**src/rtl/gbn_pkg.sv**
```systemverilog
// ----------------------------------------------------------------------------
// gbn_pkg
// Shared types, codes and small tables of the go-back-n endpoint.
// ----------------------------------------------------------------------------
package gbn_pkg;

   // event opcodes
   localparam logic [3:0] OP_SEND_DATA = 4'd0;
   localparam logic [3:0] OP_SEND_END  = 4'd1;
   localparam logic [3:0] OP_RX_DATA   = 4'd2;
   localparam logic [3:0] OP_RX_ACK    = 4'd3;
   localparam logic [3:0] OP_RX_SYN    = 4'd4;
   localparam logic [3:0] OP_RX_FIN    = 4'd5;
   localparam logic [3:0] OP_RX_RST    = 4'd6;
   localparam logic [3:0] OP_TICK      = 4'd7;
   localparam logic [3:0] OP_STALE     = 4'd8;

   // result actions
   localparam logic [1:0] ACT_TX      = 2'd0;
   localparam logic [1:0] ACT_DELIVER = 2'd1;
   localparam logic [1:0] ACT_DROP    = 2'd2;
   localparam logic [1:0] ACT_ERROR   = 2'd3;

   // frame types
   localparam logic [2:0] FT_DATA = 3'd0;
   localparam logic [2:0] FT_ACK  = 3'd1;
   localparam logic [2:0] FT_SYN  = 3'd2;
   localparam logic [2:0] FT_FIN  = 3'd3;
   localparam logic [2:0] FT_RST  = 3'd4;

   // flow status codes
   localparam logic [1:0] FS_VALID = 2'd0;
   localparam logic [1:0] FS_ENDED = 2'd1;

   // register indexes
   localparam logic [2:0] CSR_WINDOW     = 3'd0;
   localparam logic [2:0] CSR_RETRY_LIM  = 3'd1;
   localparam logic [2:0] CSR_RETRY_BASE = 3'd2;
   localparam logic [2:0] CSR_ACK_DELAY  = 3'd3;
   localparam logic [2:0] CSR_INIT_SEQ   = 3'd4;

   // register reset values
   localparam logic [6:0]  WINDOW_RST     = 7'd64;
   localparam logic [3:0]  RETRY_LIM_RST  = 4'd10;
   localparam logic [15:0] RETRY_BASE_RST = 16'd200;
   localparam logic [15:0] ACK_DELAY_RST  = 16'd10;
   localparam logic [15:0] INIT_SEQ_RST   = 16'd0;

   typedef enum logic [2:0] {
      PH_NONE = 3'd0,
      PH_SYN  = 3'd1,
      PH_RDY  = 3'd2,
      PH_FIN  = 3'd3,
      PH_ERR  = 3'd4
   } phase_type;

   typedef enum logic [1:0] {
      WALK_NONE,
      WALK_PUMP,
      WALK_RESEND
   } walk_type;

   typedef enum logic [2:0] {
      ST_IDLE,
      ST_EXEC,
      ST_UPD,
      ST_FIX0,
      ST_FIX1,
      ST_WALK_CHK,
      ST_WALK_RD,
      ST_WALK_OUT
   } state_type;

   typedef struct packed {
      logic [1:0]  act;
      logic [2:0]  ftype;
      logic [15:0] seq;
      logic [15:0] hdl;
      logic        eos;
   } rslt_type;

   typedef struct packed {
      logic capture;
      logic exec;
      logic upd;
      logic emit_fix0;
      logic emit_fix1;
      logic walk_rd;
      logic walk_emit;
   } cmd_type;

   typedef struct packed {
      logic [1:0] fix_cnt;
      logic       walk_avail;
      logic       out_free;
   } status_type;

   function automatic rslt_type mk_rslt(input logic [1:0] act, input logic [2:0] ftype,
                                        input logic [15:0] seq, input logic [15:0] hdl,
                                        input logic eos);
      rslt_type r;
      r.act   = act;
      r.ftype = ftype;
      r.seq   = seq;
      r.hdl   = hdl;
      r.eos   = eos;
      return r;
   endfunction

   // square of the retry count
   function automatic logic [7:0] retry_square(input logic [3:0] c);
      logic [7:0] s;
      case (c)
         4'd0:    s = 8'd0;
         4'd1:    s = 8'd1;
         4'd2:    s = 8'd4;
         4'd3:    s = 8'd9;
         4'd4:    s = 8'd16;
         4'd5:    s = 8'd25;
         4'd6:    s = 8'd36;
         4'd7:    s = 8'd49;
         4'd8:    s = 8'd64;
         4'd9:    s = 8'd81;
         4'd10:   s = 8'd100;
         4'd11:   s = 8'd121;
         4'd12:   s = 8'd144;
         4'd13:   s = 8'd169;
         4'd14:   s = 8'd196;
         default: s = 8'd225;
      endcase
      return s;
   endfunction

endpackage

```
**src/rtl/gbn_ctrl.sv**
```systemverilog
// ----------------------------------------------------------------------------
// gbn_ctrl
// Sequencer of the endpoint: event, update, fixed results, ring walk.
// ----------------------------------------------------------------------------
module gbn_ctrl (
   input  logic                clock,
   input  logic                reset,
   input  logic                req_tvalid,
   output logic                req_tready,
   input  gbn_pkg::status_type status,
   output gbn_pkg::cmd_type    cmd
);

   gbn_pkg::state_type state_ff, state_in;

   always_ff @(posedge clock) begin
      if (reset) begin
         state_ff <= gbn_pkg::ST_IDLE;
      end else begin
         state_ff <= state_in;
      end
   end

   always_comb begin
      state_in   = state_ff;
      cmd        = '0;
      req_tready = 1'b0;
      case (state_ff)
         gbn_pkg::ST_IDLE: begin
            req_tready = 1'b1;
            if (req_tvalid) begin
               cmd.capture = 1'b1;
               state_in    = gbn_pkg::ST_EXEC;
            end
         end
         gbn_pkg::ST_EXEC: begin
            cmd.exec = 1'b1;
            state_in = gbn_pkg::ST_UPD;
         end
         gbn_pkg::ST_UPD: begin
            cmd.upd  = 1'b1;
            state_in = (status.fix_cnt != 2'd0) ? gbn_pkg::ST_FIX0 : gbn_pkg::ST_WALK_CHK;
         end
         gbn_pkg::ST_FIX0: begin
            if (status.out_free) begin
               cmd.emit_fix0 = 1'b1;
               state_in = (status.fix_cnt == 2'd2) ? gbn_pkg::ST_FIX1 : gbn_pkg::ST_IDLE;
            end
         end
         gbn_pkg::ST_FIX1: begin
            if (status.out_free) begin
               cmd.emit_fix1 = 1'b1;
               state_in      = gbn_pkg::ST_IDLE;
            end
         end
         gbn_pkg::ST_WALK_CHK: begin
            state_in = status.walk_avail ? gbn_pkg::ST_WALK_RD : gbn_pkg::ST_IDLE;
         end
         gbn_pkg::ST_WALK_RD: begin
            cmd.walk_rd = 1'b1;
            state_in    = gbn_pkg::ST_WALK_OUT;
         end
         gbn_pkg::ST_WALK_OUT: begin
            if (status.out_free) begin
               cmd.walk_emit = 1'b1;
               state_in      = gbn_pkg::ST_WALK_CHK;
            end
         end
         default: begin
            state_in = gbn_pkg::ST_IDLE;
         end
      endcase
   end

endmodule

```
**src/rtl/gbn_dp.sv**
```systemverilog
// ----------------------------------------------------------------------------
// gbn_dp
// Flow state, frame ring, retry and ack timers, result register.
// ----------------------------------------------------------------------------
module gbn_dp #(
   parameter int SEQ_BITS     = 16,
   parameter int WINDOW_LIMIT = 64,
   parameter int QUEUE_DEPTH  = 128
) (
   input  logic                clock,
   input  logic                reset,
   input  gbn_pkg::cmd_type    cmd,
   output gbn_pkg::status_type status,
   input  logic [3:0]          req_opcode,
   input  logic [15:0]         req_seq,
   input  logic [15:0]         req_handle,
   input  logic [1:0]          req_flow_status,
   input  logic                csr_we,
   input  logic [2:0]          csr_index,
   input  logic [15:0]         csr_wdata,
   output logic                rsp_valid,
   input  logic                rsp_ready,
   output gbn_pkg::rslt_type   rsp_rslt,
   output logic                rsp_last
);

   localparam int IDXW = $clog2(QUEUE_DEPTH);
   localparam int IFW  = $clog2(WINDOW_LIMIT + 1);
   localparam int WW   = $clog2(QUEUE_DEPTH + 1);
   localparam int UW   = WW + 1;

   // configuration
   logic [6:0]  win_ff;
   logic [3:0]  rlim_ff;
   logic [15:0] rbase_ff, adly_ff, iseq_ff;

   // captured event
   logic [3:0]          op_ff;
   logic [SEQ_BITS-1:0] seq_ff;
   logic [15:0]         hdl_ff;
   logic [1:0]          fs_ff;

   // flow state
   logic                open_ff, open_in;
   gbn_pkg::phase_type  lph_ff, lph_in, rph_ff, rph_in;
   logic [SEQ_BITS-1:0] acked_ff, acked_in, rseq_ff, rseq_in;
   logic [IDXW-1:0]     head_ff, head_in;
   logic [IFW-1:0]      infl_ff, infl_in;
   logic [WW-1:0]       wait_ff, wait_in;
   logic [3:0]          rcnt_ff, rcnt_in;
   logic [31:0]         relap_ff, relap_in, rtmo_ff, rtmo_in;
   logic                apend_ff, apend_in;
   logic [15:0]         aelap_ff, aelap_in;

   // plan of the current event
   logic [1:0]          fixn_ff, fixn_in;
   gbn_pkg::rslt_type   fix0_ff, fix0_in, fix1_ff, fix1_in;
   gbn_pkg::walk_type   walk_ff, walk_in;
   logic                push1_ff, push1_in, tmold_ff, tmold_in;
   logic [IFW-1:0]      wpos_ff;

   // frame ring
   logic [18:0] ring [QUEUE_DEPTH];
   logic [18:0] rd_ff;
   logic        wr0_en, wr_en;
   logic [IDXW-1:0] wr0_addr, wr_addr, rd_addr, push_addr;
   logic [18:0] wr0_data, wr_data;

   // result register
   logic              ov_ff;
   gbn_pkg::rslt_type orslt_ff;
   logic              olast_ff;

   logic [UW-1:0]       used;
   logic                full, cs, pump_avail;
   logic [6:0]          weff;
   logic [IFW-1:0]      wp;
   gbn_pkg::rslt_type   drop_r, rst_r, err_r, walk_r;
   logic                walk_last;
   logic [SEQ_BITS+15:0] seq_ext;

   function automatic logic [IDXW-1:0] wrap_idx(input logic [IDXW:0] s);
      logic [IDXW:0] t;
      t = (s >= (IDXW+1)'(QUEUE_DEPTH)) ? s - (IDXW+1)'(QUEUE_DEPTH) : s;
      return t[IDXW-1:0];
   endfunction

   function automatic logic [15:0] to16(input logic [SEQ_BITS-1:0] v);
      logic [SEQ_BITS+15:0] t;
      t = {16'd0, v};
      return t[15:0];
   endfunction

   function automatic logic [SEQ_BITS-1:0] from16(input logic [15:0] v);
      logic [SEQ_BITS+15:0] t;
      t = {{SEQ_BITS{1'b0}}, v};
      return t[SEQ_BITS-1:0];
   endfunction

   assign seq_ext    = {{SEQ_BITS{1'b0}}, req_seq};
   assign used       = UW'(infl_ff) + UW'(wait_ff);
   assign full       = used >= UW'(QUEUE_DEPTH);
   assign push_addr  = wrap_idx({1'b0, head_ff} + used[IDXW:0]);
   assign cs         = (lph_ff == gbn_pkg::PH_SYN) || (lph_ff == gbn_pkg::PH_RDY) ||
                       (lph_ff == gbn_pkg::PH_FIN);
   assign weff       = (win_ff == 7'd0) ? 7'd1 :
                       (win_ff > 7'(WINDOW_LIMIT)) ? 7'(WINDOW_LIMIT) : win_ff;
   assign pump_avail = (7'(infl_ff) < weff) && (wait_ff != '0) && cs;

   assign drop_r = gbn_pkg::mk_rslt(gbn_pkg::ACT_DROP, gbn_pkg::FT_DATA, to16(seq_ff),
                                    hdl_ff, 1'b0);
   assign rst_r  = gbn_pkg::mk_rslt(gbn_pkg::ACT_TX, gbn_pkg::FT_RST, 16'd0, 16'd0, 1'b0);
   assign err_r  = gbn_pkg::mk_rslt(gbn_pkg::ACT_ERROR, gbn_pkg::FT_DATA, 16'd0, 16'd0, 1'b0);

   // ring walk: pump sends from the flight edge, resend from the head
   assign wp      = (walk_ff == gbn_pkg::WALK_PUMP) ? infl_ff : wpos_ff;
   assign rd_addr = wrap_idx({1'b0, head_ff} + (IDXW+1)'(wp));
   assign walk_r  = gbn_pkg::mk_rslt(gbn_pkg::ACT_TX, rd_ff[18:16],
                       to16(acked_ff + SEQ_BITS'(1) + SEQ_BITS'(wp)), rd_ff[15:0], 1'b0);
   assign walk_last = (walk_ff == gbn_pkg::WALK_PUMP) ?
                      !((7'(infl_ff) + 7'd1 < weff) && (wait_ff > WW'(1))) :
                      (wpos_ff == infl_ff - IFW'(1));

   assign status.fix_cnt    = fixn_ff;
   assign status.walk_avail = (walk_ff == gbn_pkg::WALK_PUMP)   ? pump_avail :
                              (walk_ff == gbn_pkg::WALK_RESEND) ? (wpos_ff < infl_ff) : 1'b0;
   assign status.out_free   = !ov_ff || rsp_ready;

   // event decision
   always_comb begin : exec_logic
      logic [SEQ_BITS-1:0] d, dr, rnext;
      logic                gt_ack, gt_rem, fired, do_rs;
      logic [15:0]         ae;
      logic [31:0]         re;
      logic [IFW-1:0]      ds;
      d      = seq_ff - acked_ff;
      dr     = rseq_ff - seq_ff;
      rnext  = rseq_ff + SEQ_BITS'(1);
      gt_ack = (d != '0) && !d[SEQ_BITS-1];
      gt_rem = (dr != '0) && !dr[SEQ_BITS-1];
      ds     = d[IFW-1:0];
      fired  = 1'b0;
      do_rs  = 1'b0;
      ae     = (aelap_ff == 16'hFFFF) ? aelap_ff : aelap_ff + 16'd1;
      re     = (relap_ff == 32'hFFFF_FFFF) ? relap_ff : relap_ff + 32'd1;

      open_in  = open_ff;
      lph_in   = lph_ff;
      rph_in   = rph_ff;
      acked_in = acked_ff;
      rseq_in  = rseq_ff;
      head_in  = head_ff;
      infl_in  = infl_ff;
      wait_in  = wait_ff;
      rcnt_in  = rcnt_ff;
      relap_in = relap_ff;
      rtmo_in  = rtmo_ff;
      apend_in = apend_ff;
      aelap_in = aelap_ff;
      fixn_in  = 2'd0;
      fix0_in  = drop_r;
      fix1_in  = drop_r;
      walk_in  = gbn_pkg::WALK_NONE;
      push1_in = 1'b0;
      tmold_in = 1'b0;
      wr0_en   = 1'b0;
      wr0_addr = push_addr;
      wr0_data = {gbn_pkg::FT_DATA, hdl_ff};

      case (op_ff)
         gbn_pkg::OP_SEND_DATA: begin
            if (!open_ff || lph_ff == gbn_pkg::PH_NONE) begin
               // new or idle flow: open with a syn, then the data frame
               open_in  = 1'b1;
               if (!open_ff) begin
                  acked_in = from16(iseq_ff);
                  rph_in   = gbn_pkg::PH_NONE;
                  head_in  = '0;
                  rcnt_in  = 4'd0;
                  relap_in = 32'd0;
                  rtmo_in  = 32'd0;
                  apend_in = 1'b0;
                  aelap_in = 16'd0;
               end
               lph_in   = gbn_pkg::PH_SYN;
               infl_in  = '0;
               wait_in  = WW'(2);
               wr0_en   = 1'b1;
               wr0_addr = open_ff ? head_ff : '0;
               wr0_data = {gbn_pkg::FT_SYN, 16'd0};
               push1_in = 1'b1;
               walk_in  = gbn_pkg::WALK_PUMP;
            end else if (full) begin
               fixn_in = 2'd1;
            end else begin
               wr0_en  = 1'b1;
               wait_in = wait_ff + WW'(1);
               walk_in = gbn_pkg::WALK_PUMP;
            end
         end
         gbn_pkg::OP_SEND_END: begin
            if (!open_ff) begin
               fixn_in = 2'd1;
            end else if (lph_ff == gbn_pkg::PH_RDY || lph_ff == gbn_pkg::PH_SYN) begin
               if (full) begin
                  fixn_in = 2'd1;
               end else begin
                  wr0_en   = 1'b1;
                  wr0_data = {gbn_pkg::FT_FIN, 16'd0};
                  wait_in  = wait_ff + WW'(1);
                  lph_in   = gbn_pkg::PH_FIN;
                  walk_in  = gbn_pkg::WALK_PUMP;
               end
            end else begin
               // end marker passed through
               fixn_in = 2'd1;
               fix0_in = gbn_pkg::mk_rslt(gbn_pkg::ACT_TX, gbn_pkg::FT_DATA, 16'd0,
                                          hdl_ff, 1'b1);
            end
         end
         gbn_pkg::OP_RX_DATA: begin
            if (!open_ff) begin
               fixn_in = 2'd1;
            end else if (fs_ff != gbn_pkg::FS_VALID || rph_ff != gbn_pkg::PH_RDY) begin
               if (rph_ff == gbn_pkg::PH_ERR || fs_ff == gbn_pkg::FS_ENDED) begin
                  fixn_in = 2'd2;
                  fix0_in = rst_r;
               end else begin
                  fixn_in = 2'd1;
               end
            end else begin
               fixn_in = 2'd1;
               if (seq_ff == rnext) begin
                  fix0_in = gbn_pkg::mk_rslt(gbn_pkg::ACT_DELIVER, gbn_pkg::FT_DATA,
                                             to16(seq_ff), hdl_ff, 1'b0);
                  rseq_in = seq_ff;
               end
               if (!apend_ff) begin
                  apend_in = 1'b1;
                  aelap_in = 16'd0;
               end
            end
         end
         gbn_pkg::OP_RX_ACK: begin
            if (!open_ff || lph_ff == gbn_pkg::PH_NONE) begin
               fixn_in = 2'd1;
            end else if (lph_ff == gbn_pkg::PH_ERR) begin
               fixn_in = 2'd2;
               fix0_in = rst_r;
            end else if (gt_ack) begin
               if (d > SEQ_BITS'(infl_ff)) begin
                  fixn_in = 2'd1;
               end else begin
                  if (lph_ff == gbn_pkg::PH_SYN) lph_in = gbn_pkg::PH_RDY;
                  rcnt_in  = 4'd0;
                  rtmo_in  = 32'(rbase_ff);
                  relap_in = 32'd0;
                  acked_in = seq_ff;
                  head_in  = wrap_idx({1'b0, head_ff} + (IDXW+1)'(ds));
                  infl_in  = infl_ff - ds;
                  walk_in  = gbn_pkg::WALK_PUMP;
               end
            end else begin
               do_rs = 1'b1;
            end
         end
         gbn_pkg::OP_RX_SYN: begin
            if (!open_ff || rph_ff == gbn_pkg::PH_NONE) begin
               if (!open_ff) begin
                  open_in  = 1'b1;
                  acked_in = from16(iseq_ff);
                  lph_in   = gbn_pkg::PH_NONE;
                  head_in  = '0;
                  infl_in  = '0;
                  wait_in  = '0;
                  rcnt_in  = 4'd0;
                  relap_in = 32'd0;
                  rtmo_in  = 32'd0;
                  apend_in = 1'b0;
                  aelap_in = 16'd0;
               end
               rseq_in = seq_ff;
               rph_in  = gbn_pkg::PH_RDY;
               fixn_in = 2'd1;
               fix0_in = gbn_pkg::mk_rslt(gbn_pkg::ACT_TX, gbn_pkg::FT_ACK, to16(seq_ff),
                                          16'd0, 1'b0);
            end else if ((rph_ff == gbn_pkg::PH_RDY || rph_ff == gbn_pkg::PH_FIN) &&
                         (rseq_ff == seq_ff || gt_rem)) begin
               // duplicate syn
               fixn_in = 2'd0;
            end else begin
               fixn_in = 2'd1;
               fix0_in = rst_r;
            end
         end
         gbn_pkg::OP_RX_FIN: begin
            fixn_in = 2'd1;
            if (!open_ff) begin
               fix0_in = rst_r;
            end else begin
               if (seq_ff == rnext) begin
                  rseq_in = seq_ff;
                  rph_in  = gbn_pkg::PH_FIN;
                  if (fs_ff == gbn_pkg::FS_VALID) begin
                     fix0_in = gbn_pkg::mk_rslt(gbn_pkg::ACT_DELIVER, gbn_pkg::FT_FIN,
                                                to16(seq_ff), hdl_ff, 1'b1);
                  end
               end
               if (!apend_ff) begin
                  apend_in = 1'b1;
                  aelap_in = 16'd0;
               end
            end
         end
         gbn_pkg::OP_RX_RST: begin
            if (open_ff) begin
               lph_in  = gbn_pkg::PH_ERR;
               rph_in  = gbn_pkg::PH_ERR;
               infl_in = '0;
               wait_in = '0;
            end
            fixn_in = 2'd1;
            fix0_in = err_r;
         end
         gbn_pkg::OP_TICK: begin
            if (apend_ff) begin
               aelap_in = ae;
               if (ae >= adly_ff) begin
                  fixn_in  = 2'd1;
                  fix0_in  = gbn_pkg::mk_rslt(gbn_pkg::ACT_TX, gbn_pkg::FT_ACK,
                                              to16(rseq_ff), 16'd0, 1'b0);
                  apend_in = 1'b0;
                  fired    = 1'b1;
               end
            end
            if (open_ff && lph_ff != gbn_pkg::PH_NONE && lph_ff != gbn_pkg::PH_ERR &&
                infl_ff != '0) begin
               relap_in = re;
               if (!fired && re > rtmo_ff) begin
                  do_rs    = 1'b1;
                  relap_in = 32'd0;
               end
            end
         end
         gbn_pkg::OP_STALE: begin
            if (open_ff && (lph_ff == gbn_pkg::PH_SYN || lph_ff == gbn_pkg::PH_RDY ||
                            rph_ff == gbn_pkg::PH_RDY)) begin
               fixn_in  = 2'd1;
               fix0_in  = rst_r;
               lph_in   = gbn_pkg::PH_ERR;
               rph_in   = gbn_pkg::PH_ERR;
               infl_in  = '0;
               wait_in  = '0;
               apend_in = 1'b0;
            end
         end
         default: begin
            fixn_in = 2'd0;
         end
      endcase

      // resend of the whole flight, or flow error once retries run out
      if (do_rs) begin
         if (rcnt_ff < rlim_ff) begin
            if (cs && infl_ff != '0) begin
               walk_in  = gbn_pkg::WALK_RESEND;
               rcnt_in  = (rcnt_ff == 4'd15) ? rcnt_ff : rcnt_ff + 4'd1;
               relap_in = 32'd0;
               tmold_in = 1'b1;
            end
         end else begin
            infl_in = '0;
            wait_in = '0;
            lph_in  = gbn_pkg::PH_ERR;
            fixn_in = 2'd1;
            fix0_in = err_r;
         end
      end
   end

   assign wr_en   = (cmd.exec && wr0_en) || (cmd.upd && push1_ff);
   assign wr_addr = cmd.exec ? wr0_addr : wrap_idx({1'b0, head_ff} + (IDXW+1)'(1));
   assign wr_data = cmd.exec ? wr0_data : {gbn_pkg::FT_DATA, hdl_ff};

   always_ff @(posedge clock) begin
      if (wr_en) ring[wr_addr] <= wr_data;
      if (cmd.walk_rd) rd_ff <= ring[rd_addr];
   end

   // payload registers
   always_ff @(posedge clock) begin
      if (cmd.capture) begin
         op_ff  <= req_opcode;
         seq_ff <= seq_ext[SEQ_BITS-1:0];
         hdl_ff <= req_handle;
         fs_ff  <= req_flow_status;
      end
      if (cmd.exec) begin
         fix0_ff <= fix0_in;
         fix1_ff <= fix1_in;
      end
      if (cmd.emit_fix0) begin
         orslt_ff <= fix0_ff;
         olast_ff <= (fixn_ff == 2'd1);
      end else if (cmd.emit_fix1) begin
         orslt_ff <= fix1_ff;
         olast_ff <= 1'b1;
      end else if (cmd.walk_emit) begin
         orslt_ff <= walk_r;
         olast_ff <= walk_last;
      end
   end

   // control and flow state
   always_ff @(posedge clock) begin
      if (reset) begin
         win_ff   <= gbn_pkg::WINDOW_RST;
         rlim_ff  <= gbn_pkg::RETRY_LIM_RST;
         rbase_ff <= gbn_pkg::RETRY_BASE_RST;
         adly_ff  <= gbn_pkg::ACK_DELAY_RST;
         iseq_ff  <= gbn_pkg::INIT_SEQ_RST;
         open_ff  <= 1'b0;
         lph_ff   <= gbn_pkg::PH_NONE;
         rph_ff   <= gbn_pkg::PH_NONE;
         acked_ff <= '0;
         rseq_ff  <= '0;
         head_ff  <= '0;
         infl_ff  <= '0;
         wait_ff  <= '0;
         rcnt_ff  <= 4'd0;
         relap_ff <= 32'd0;
         rtmo_ff  <= 32'd0;
         apend_ff <= 1'b0;
         aelap_ff <= 16'd0;
         fixn_ff  <= 2'd0;
         walk_ff  <= gbn_pkg::WALK_NONE;
         push1_ff <= 1'b0;
         tmold_ff <= 1'b0;
         wpos_ff  <= '0;
         ov_ff    <= 1'b0;
      end else begin
         if (csr_we) begin
            case (csr_index)
               gbn_pkg::CSR_WINDOW:     win_ff   <= csr_wdata[6:0];
               gbn_pkg::CSR_RETRY_LIM:  rlim_ff  <= csr_wdata[3:0];
               gbn_pkg::CSR_RETRY_BASE: rbase_ff <= csr_wdata;
               gbn_pkg::CSR_ACK_DELAY:  adly_ff  <= csr_wdata;
               gbn_pkg::CSR_INIT_SEQ:   iseq_ff  <= csr_wdata;
               default: ;
            endcase
         end
         if (cmd.exec) begin
            open_ff  <= open_in;
            lph_ff   <= lph_in;
            rph_ff   <= rph_in;
            acked_ff <= acked_in;
            rseq_ff  <= rseq_in;
            head_ff  <= head_in;
            infl_ff  <= infl_in;
            wait_ff  <= wait_in;
            rcnt_ff  <= rcnt_in;
            relap_ff <= relap_in;
            rtmo_ff  <= rtmo_in;
            apend_ff <= apend_in;
            aelap_ff <= aelap_in;
            fixn_ff  <= fixn_in;
            walk_ff  <= walk_in;
            push1_ff <= push1_in;
            tmold_ff <= tmold_in;
            wpos_ff  <= '0;
         end
         // timeout grows with the square of the retry count
         if (cmd.upd && tmold_ff) begin
            rtmo_ff <= 32'(rbase_ff * gbn_pkg::retry_square(rcnt_ff));
         end
         if (cmd.walk_emit) begin
            if (walk_ff == gbn_pkg::WALK_PUMP) begin
               infl_ff <= infl_ff + IFW'(1);
               wait_ff <= wait_ff - WW'(1);
               if (infl_ff == '0) begin
                  rcnt_ff  <= 4'd0;
                  rtmo_ff  <= 32'(rbase_ff);
                  relap_ff <= 32'd0;
               end
            end else begin
               wpos_ff <= wpos_ff + IFW'(1);
            end
         end
         if (cmd.emit_fix0 || cmd.emit_fix1 || cmd.walk_emit) begin
            ov_ff <= 1'b1;
         end else if (rsp_ready) begin
            ov_ff <= 1'b0;
         end
      end
   end

   assign rsp_valid = ov_ff;
   assign rsp_rslt  = orslt_ff;
   assign rsp_last  = olast_ff;

endmodule

```
**src/rtl/go_back_n_arq_endpoint.sv**
```systemverilog
// ----------------------------------------------------------------------------
// go_back_n_arq_endpoint
// Go-back-n sender and in-order receiver for one flow.
// ----------------------------------------------------------------------------
//
//  channel  direction  handshake            contents
//  req      in         req_tvalid/tready    one event: send, rx frame, tick, stale
//  rsp      out        rsp_tvalid/tready    results of an event, rsp_tlast on the last
//  csr      in         csr_we               register write, index and data
//
//  an event passes through capture, decide and update; then each fixed result is
//  emitted, and frames taken from the ring go one at a time through check, read, emit
//  reset is synchronous and leaves the flow closed; the ring needs no clearing
//  a stalled rsp holds the sequencer; a new event is taken only once the last
//  result of the previous one is in the output register
//
module go_back_n_arq_endpoint #(
   parameter int SEQ_BITS     = 16,
   parameter int WINDOW_LIMIT = 64,
   parameter int QUEUE_DEPTH  = 128
) (
   input  logic        clock,
   input  logic        reset,
   // event transaction
   input  logic        req_tvalid,
   output logic        req_tready,
   input  logic [39:0] req_tdata,   // seq_number[15:0], handle[31:16], flow_status[33:32]
   input  logic [3:0]  req_tuser,   // opcode[3:0]
   // result transaction
   output logic        rsp_tvalid,
   input  logic        rsp_tready,
   output logic [39:0] rsp_tdata,   // frame_seq[15:0], frame_handle[31:16], end_of_stream[32]
   output logic [4:0]  rsp_tuser,   // action[1:0], frame_type[4:2]
   output logic        rsp_tlast,
   // register writes
   input  logic        csr_we,
   input  logic [2:0]  csr_index,
   input  logic [15:0] csr_wdata
);

   gbn_pkg::cmd_type    cmd;
   gbn_pkg::status_type status;
   gbn_pkg::rslt_type   rslt;

   // sequencer
   gbn_ctrl u_ctrl (
      .clock      (clock),
      .reset      (reset),
      .req_tvalid (req_tvalid),
      .req_tready (req_tready),
      .status     (status),
      .cmd        (cmd)
   );

   // flow state, ring and output register
   gbn_dp #(
      .SEQ_BITS     (SEQ_BITS),
      .WINDOW_LIMIT (WINDOW_LIMIT),
      .QUEUE_DEPTH  (QUEUE_DEPTH)
   ) u_dp (
      .clock           (clock),
      .reset           (reset),
      .cmd             (cmd),
      .status          (status),
      .req_opcode      (req_tuser),
      .req_seq         (req_tdata[15:0]),
      .req_handle      (req_tdata[31:16]),
      .req_flow_status (req_tdata[33:32]),
      .csr_we          (csr_we),
      .csr_index       (csr_index),
      .csr_wdata       (csr_wdata),
      .rsp_valid       (rsp_tvalid),
      .rsp_ready       (rsp_tready),
      .rsp_rslt        (rslt),
      .rsp_last        (rsp_tlast)
   );

   // result packing, zero pad to whole bytes
   assign rsp_tdata = {7'd0, rslt.eos, rslt.hdl, rslt.seq};
   assign rsp_tuser = {rslt.ftype, rslt.act};

endmodule

```
**config.mk**
```make
export PLATFORM = sky130hd
export DESIGN_NAME = go_back_n_arq_endpoint
export DESIGN_NICKNAME = d
export VERILOG_FILES = /design/src/rtl/gbn_pkg.sv /design/src/rtl/gbn_ctrl.sv /design/src/rtl/gbn_dp.sv /design/src/rtl/go_back_n_arq_endpoint.sv
export SDC_FILE = /design/constraint.sdc
export NUM_CORES = 2
export LEC_CHECK = 0
export BUFFER_PORTS_ARGS = -buffer_cell sky130_fd_sc_hd__buf_2
export CAP_MARGIN = 20
export CORE_MARGIN = 10
export CORE_UTILIZATION = 60
export DETAILED_ROUTE_END_ITERATION = 6
export PLACE_DENSITY_LB_ADDON = 0.1
export SLEW_MARGIN = 20
export SYNTH_ARGS = -nofsm -noshare
export SYNTH_HDL_FRONTEND = slang
export SYNTH_HIERARCHICAL = 1
export SYNTH_SLANG_ARGS = --single-unit
```
**constraint.sdc**
```tcl
create_clock -name clock -period 21.8 [get_ports clock]
set_input_delay 2.18 -clock clock [delete_from_list [all_inputs] [get_ports clock]]
set_output_delay 2.18 -clock clock [all_outputs]
set_load 0.05 [all_outputs]
```
==> flow_summary.json <==
{
  "io_pins": 116,
  "crit_top_cell": "o21ai_0",
  "routabilityCongestion": 0.8534,
  "htreeDepth": 5,
  "dp_hpwl_um": 169500,
  "fin_util_pct": 67.44,
  "firstDrtPassIters": 6,
  "layout_common_cells": "edfxtp_1 (2469), mux4_2 (720), nand2_1 (427), clkbuf_16 (295), nor2_1 (290)",
  "met2_usage_pct": 42.16,
  "fin_nets": 7237,
  "placementRows": 160,
  "mostFrequentLayoutCell": "edfxtp_1",
  "ys.flop_type": "edfxtp_1",
  "holdPathEnd": "u_dp/iseq_ff[12]$_SDFFE_PP0P_",
  "regToRegEndpoint": "u_dp/rd_ff[3]$_DFFE_PP_",
  "initial_utilization_pct": 60.41,
  "crit_path_start_kind": "register",
  "post-route-drc-count": 0,
  "holdBufCountCts": 0,
  "seq_area_frac_synth_pct": 68.36,
  "p_leak_nw": 42.31,
  "r2r_slack_ns": 14.08,
  "vdd_ir_drop_max_v": 0.00008966,
  "rsz0062_at_grt": "no",
  "grtUsageMet3_pct": 4.685,
  "n_fill_cell": 12450,
  "num_vias": 63160,
  "ys_ff_latch": 2697,
  "slew_headroom_pct": 23.44,
  "maxCapViolCount": 0,
  "hold_path_class": "register to register",
  "busiest_layer": "met2",
  "cp_slowest_stage_delay_ns": 1.34,
  "core_region_area_mm2": 0.1906,
  "min_from": "u_dp/iseq_ff[12]$_SDFFE_PP0P_",
  "path_cells": "inv_1, o21ai_0, inv_1, fa_4, buf_4, buf_12, buf_4, mux4_2, mux4_2, mux2i_1, nand2_1, o21ai_0, o21ai_0",
  "max_freq_ghz": 0.1296,
  "r2r-start": "u_dp/infl_ff[1]$_SDFF_PP0_",
  "grt_max_degree": 133,
  "postSynthAreaPerCell_um2": 17.41,
  "drive_gt1_share_pct": 22.44,
  "fp.dieW_um": 458.0,
  "cts_buffer_depth": 4,
  "holdPathStages": 2,
  "final_cells": 9598,
  "worstPathRequired_ns": 22.44,
  "clkSinkCount": 2697,
  "slowest_stage": "fa_4",
  "synth_warnings": 6,
  "use_met1_pct": 39.66,
  "wl_per_cell_um": 29.72,
  "vias_per_cell": 6.581,
  "finalCritPeriodShare_pct": 35.41,
  "routed_wl_um": 285300,
  "status": "finished clean",
  "port_buffers": 102,
  "clk_latency_ns": 0.92,
  "powerDensity_mw_per_mm2": 82.65,
  "final_antenna_net_count": 0,
  "cts-buffers-inserted": 289,
  "r2r_cells": 13,
  "grt_pass1_wl_um": 419500,
  "fin_tns_setup_ns": 0,
  "crit_arrival_ns": 8.36,
  "cts_tree": "yes",
  "finalCriticalPeriod_ns": 7.719,
  "hold_viol": 0,
  "crit_type": "register to register",
  "drt-initial-drc-count": 7629,
  "syn_inst": 6613,
  "skew_ns": 0.05596,
  "grt_pass1_vias": 61970,
  "clock-root-buffer": "clkbuf_16",
  "cp-end-kind": "register",
  "cts.reportedPaths.clkPinSlew_ns": 0.07,
  "die-area_mm2": 0.2098,
  "placed_cells": 9099,
  "setup_viol": 0,
  "cp_max_fo": 96,
  "area_growth_pct": 11.64,
  "syn_area_mm2": 0.1151,
  "finalMaxSlewViolations": 0,
  "synth-edff-count": 2469,
  "grt-ovfl-total": 0,
  "die_y_um": 458.0,
  "worst_pin_slew_ns": 1.145,
  "antenna_found_initial": 10,
  "synth_cell_types": 105,
  "post-cts-setup-buffers": 0,
  "synthArstFlopShare_pct": 0,
  "grt.total_usage_pct": 26.97,
  "cts_resized": 0
}
## critical path: cells and delay by family (launching register included)
family | cells | cell delay (ns)
adders and majority gates | 1 | 1.34
buffers and inverters | 5 | 2.62
AOI/OAI and AO/OA | 3 | 0.79
DFF | 1 | 0.64
muxes | 3 | 1.75
and+or+nand+nor | 1 | 0.14
## cells in the mapped netlist, types with 54 or more instances
cell	number	area share, %
a21oi_1	214	0.93
mux2i_1	80	0.70
xor2_1	54	0.41
and2_1	125	0.68
a21o_1	57	0.37
nor2_1	347	1.1
mux4_2	720	14
ha_1	210	2.3
fa_1	76	1.3
nand3_1	90	0.39
nor3_1	59	0.26
o21ai_0	185	0.80
nand2_1	427	1.4
inv_1	209	0.68
clkbuf_1	247	0.81
dfxtp_1	228	4.0
buf_1	63	0.21
edfxtp_1	2469	64
xnor2_1	87	0.66
## layer usage
layer  wire length, µm  vias to the layer above
li1                  -                    26750
met4              7904                        0
met3             25230                      418
met2            135100                     2979
met5                 0                        -
met1            117100                    33020
## metrics by stage
step           area, µm²  total power, W  setup WS (ns)  hold WS, ns
2_1_floorplan     115200        0.005951          9.243       0.4244
4_1_cts           128400         0.01069          14.04       0.4538
6_report          128500         0.01062          14.08       0.4556
5_1_grt           128500         0.01091          13.88       0.4726
3_3_place_gp      119400        0.006033          14.01       0.4399
3_5_place_dp      119500        0.006045          14.02       0.4437
## registers in the layout, summed over array words and instances (netlist names), 18 cells and up, named ones only
name and flops:
u_dp/fix0_ff 38, u_dp/fix1_ff 32, u_dp/rd_ff 18, u_dp/relap_ff 32, u_dp/ring 2304, u_dp/rsp_rslt 38, u_dp/rtmo_ff 32
## where the power goes
group,internal [W],total (W),switching (W)
clock network,0.00276,0.00468,0.00192
registers,0.00567,0.00569,0.0000203
logic,0.0000585,0.000250,0.000191
total,0.00849,0.0106,0.00213
## cell type report
cell class	instances	area [µm²]	area share [%]
flip-flops and latches	2697	78710	61.23
multi-input cells	3368	34630	26.94
clock buffers	359	7672	5.969
well taps	2511	3142	2.444
repair buffers	314	2347	1.826
clock inverters	133	1222	0.9511
inverters	213	804.5	0.6259
diodes	3	7.507	0.005841
## how the worst max path moves through the flow
| stage | from | depth (start not counted) | to |
|---|---|---|---|
| 5_1_grt | u_dp/infl_ff[1]$_SDFF_PP0_ | 13 | u_dp/rd_ff[3]$_DFFE_PP_ |
| 4_1_cts | u_dp/infl_ff[1]$_SDFF_PP0_ | 13 | u_dp/rd_ff[3]$_DFFE_PP_ |
| 6_report | u_dp/infl_ff[1]$_SDFF_PP0_ | 13 | u_dp/rd_ff[3]$_DFFE_PP_ |
| 3_5_place_dp | u_dp/infl_ff[1]$_SDFF_PP0_ | 13 | u_dp/rd_ff[3]$_DFFE_PP_ |
| 2_1_floorplan | u_ctrl/state_ff[0]$_SDFFE_PP0P_ | 8 | u_dp/ring[0][16]$_DFFE_PP_ |
| 3_3_place_gp | u_dp/infl_ff[1]$_SDFF_PP0_ | 13 | u_dp/rd_ff[3]$_DFFE_PP_ |
## logic make-up (layout without fill, tap and decap cells)
| logic type | after synthesis | count (layout) | synth area share [%] |
|---|---|---|---|
| flip-flops | 2697 | 2697 | 68.36 |
| AND/OR/NAND/NOR | 1292 | 1292 | 5.293 |
| multiplexers | 843 | 843 | 15.20 |
| AO/OA/AOI/OAI | 796 | 796 | 4.517 |
| buffers and inverters | 554 | 1019 | 1.893 |
| adder cells (fa/ha/maj) | 286 | 286 | 3.604 |
| XOR/XNOR | 144 | 144 | 1.127 |
| other | 1 | 10 | 0.003257 |
(Power assumes the default switching activity.)
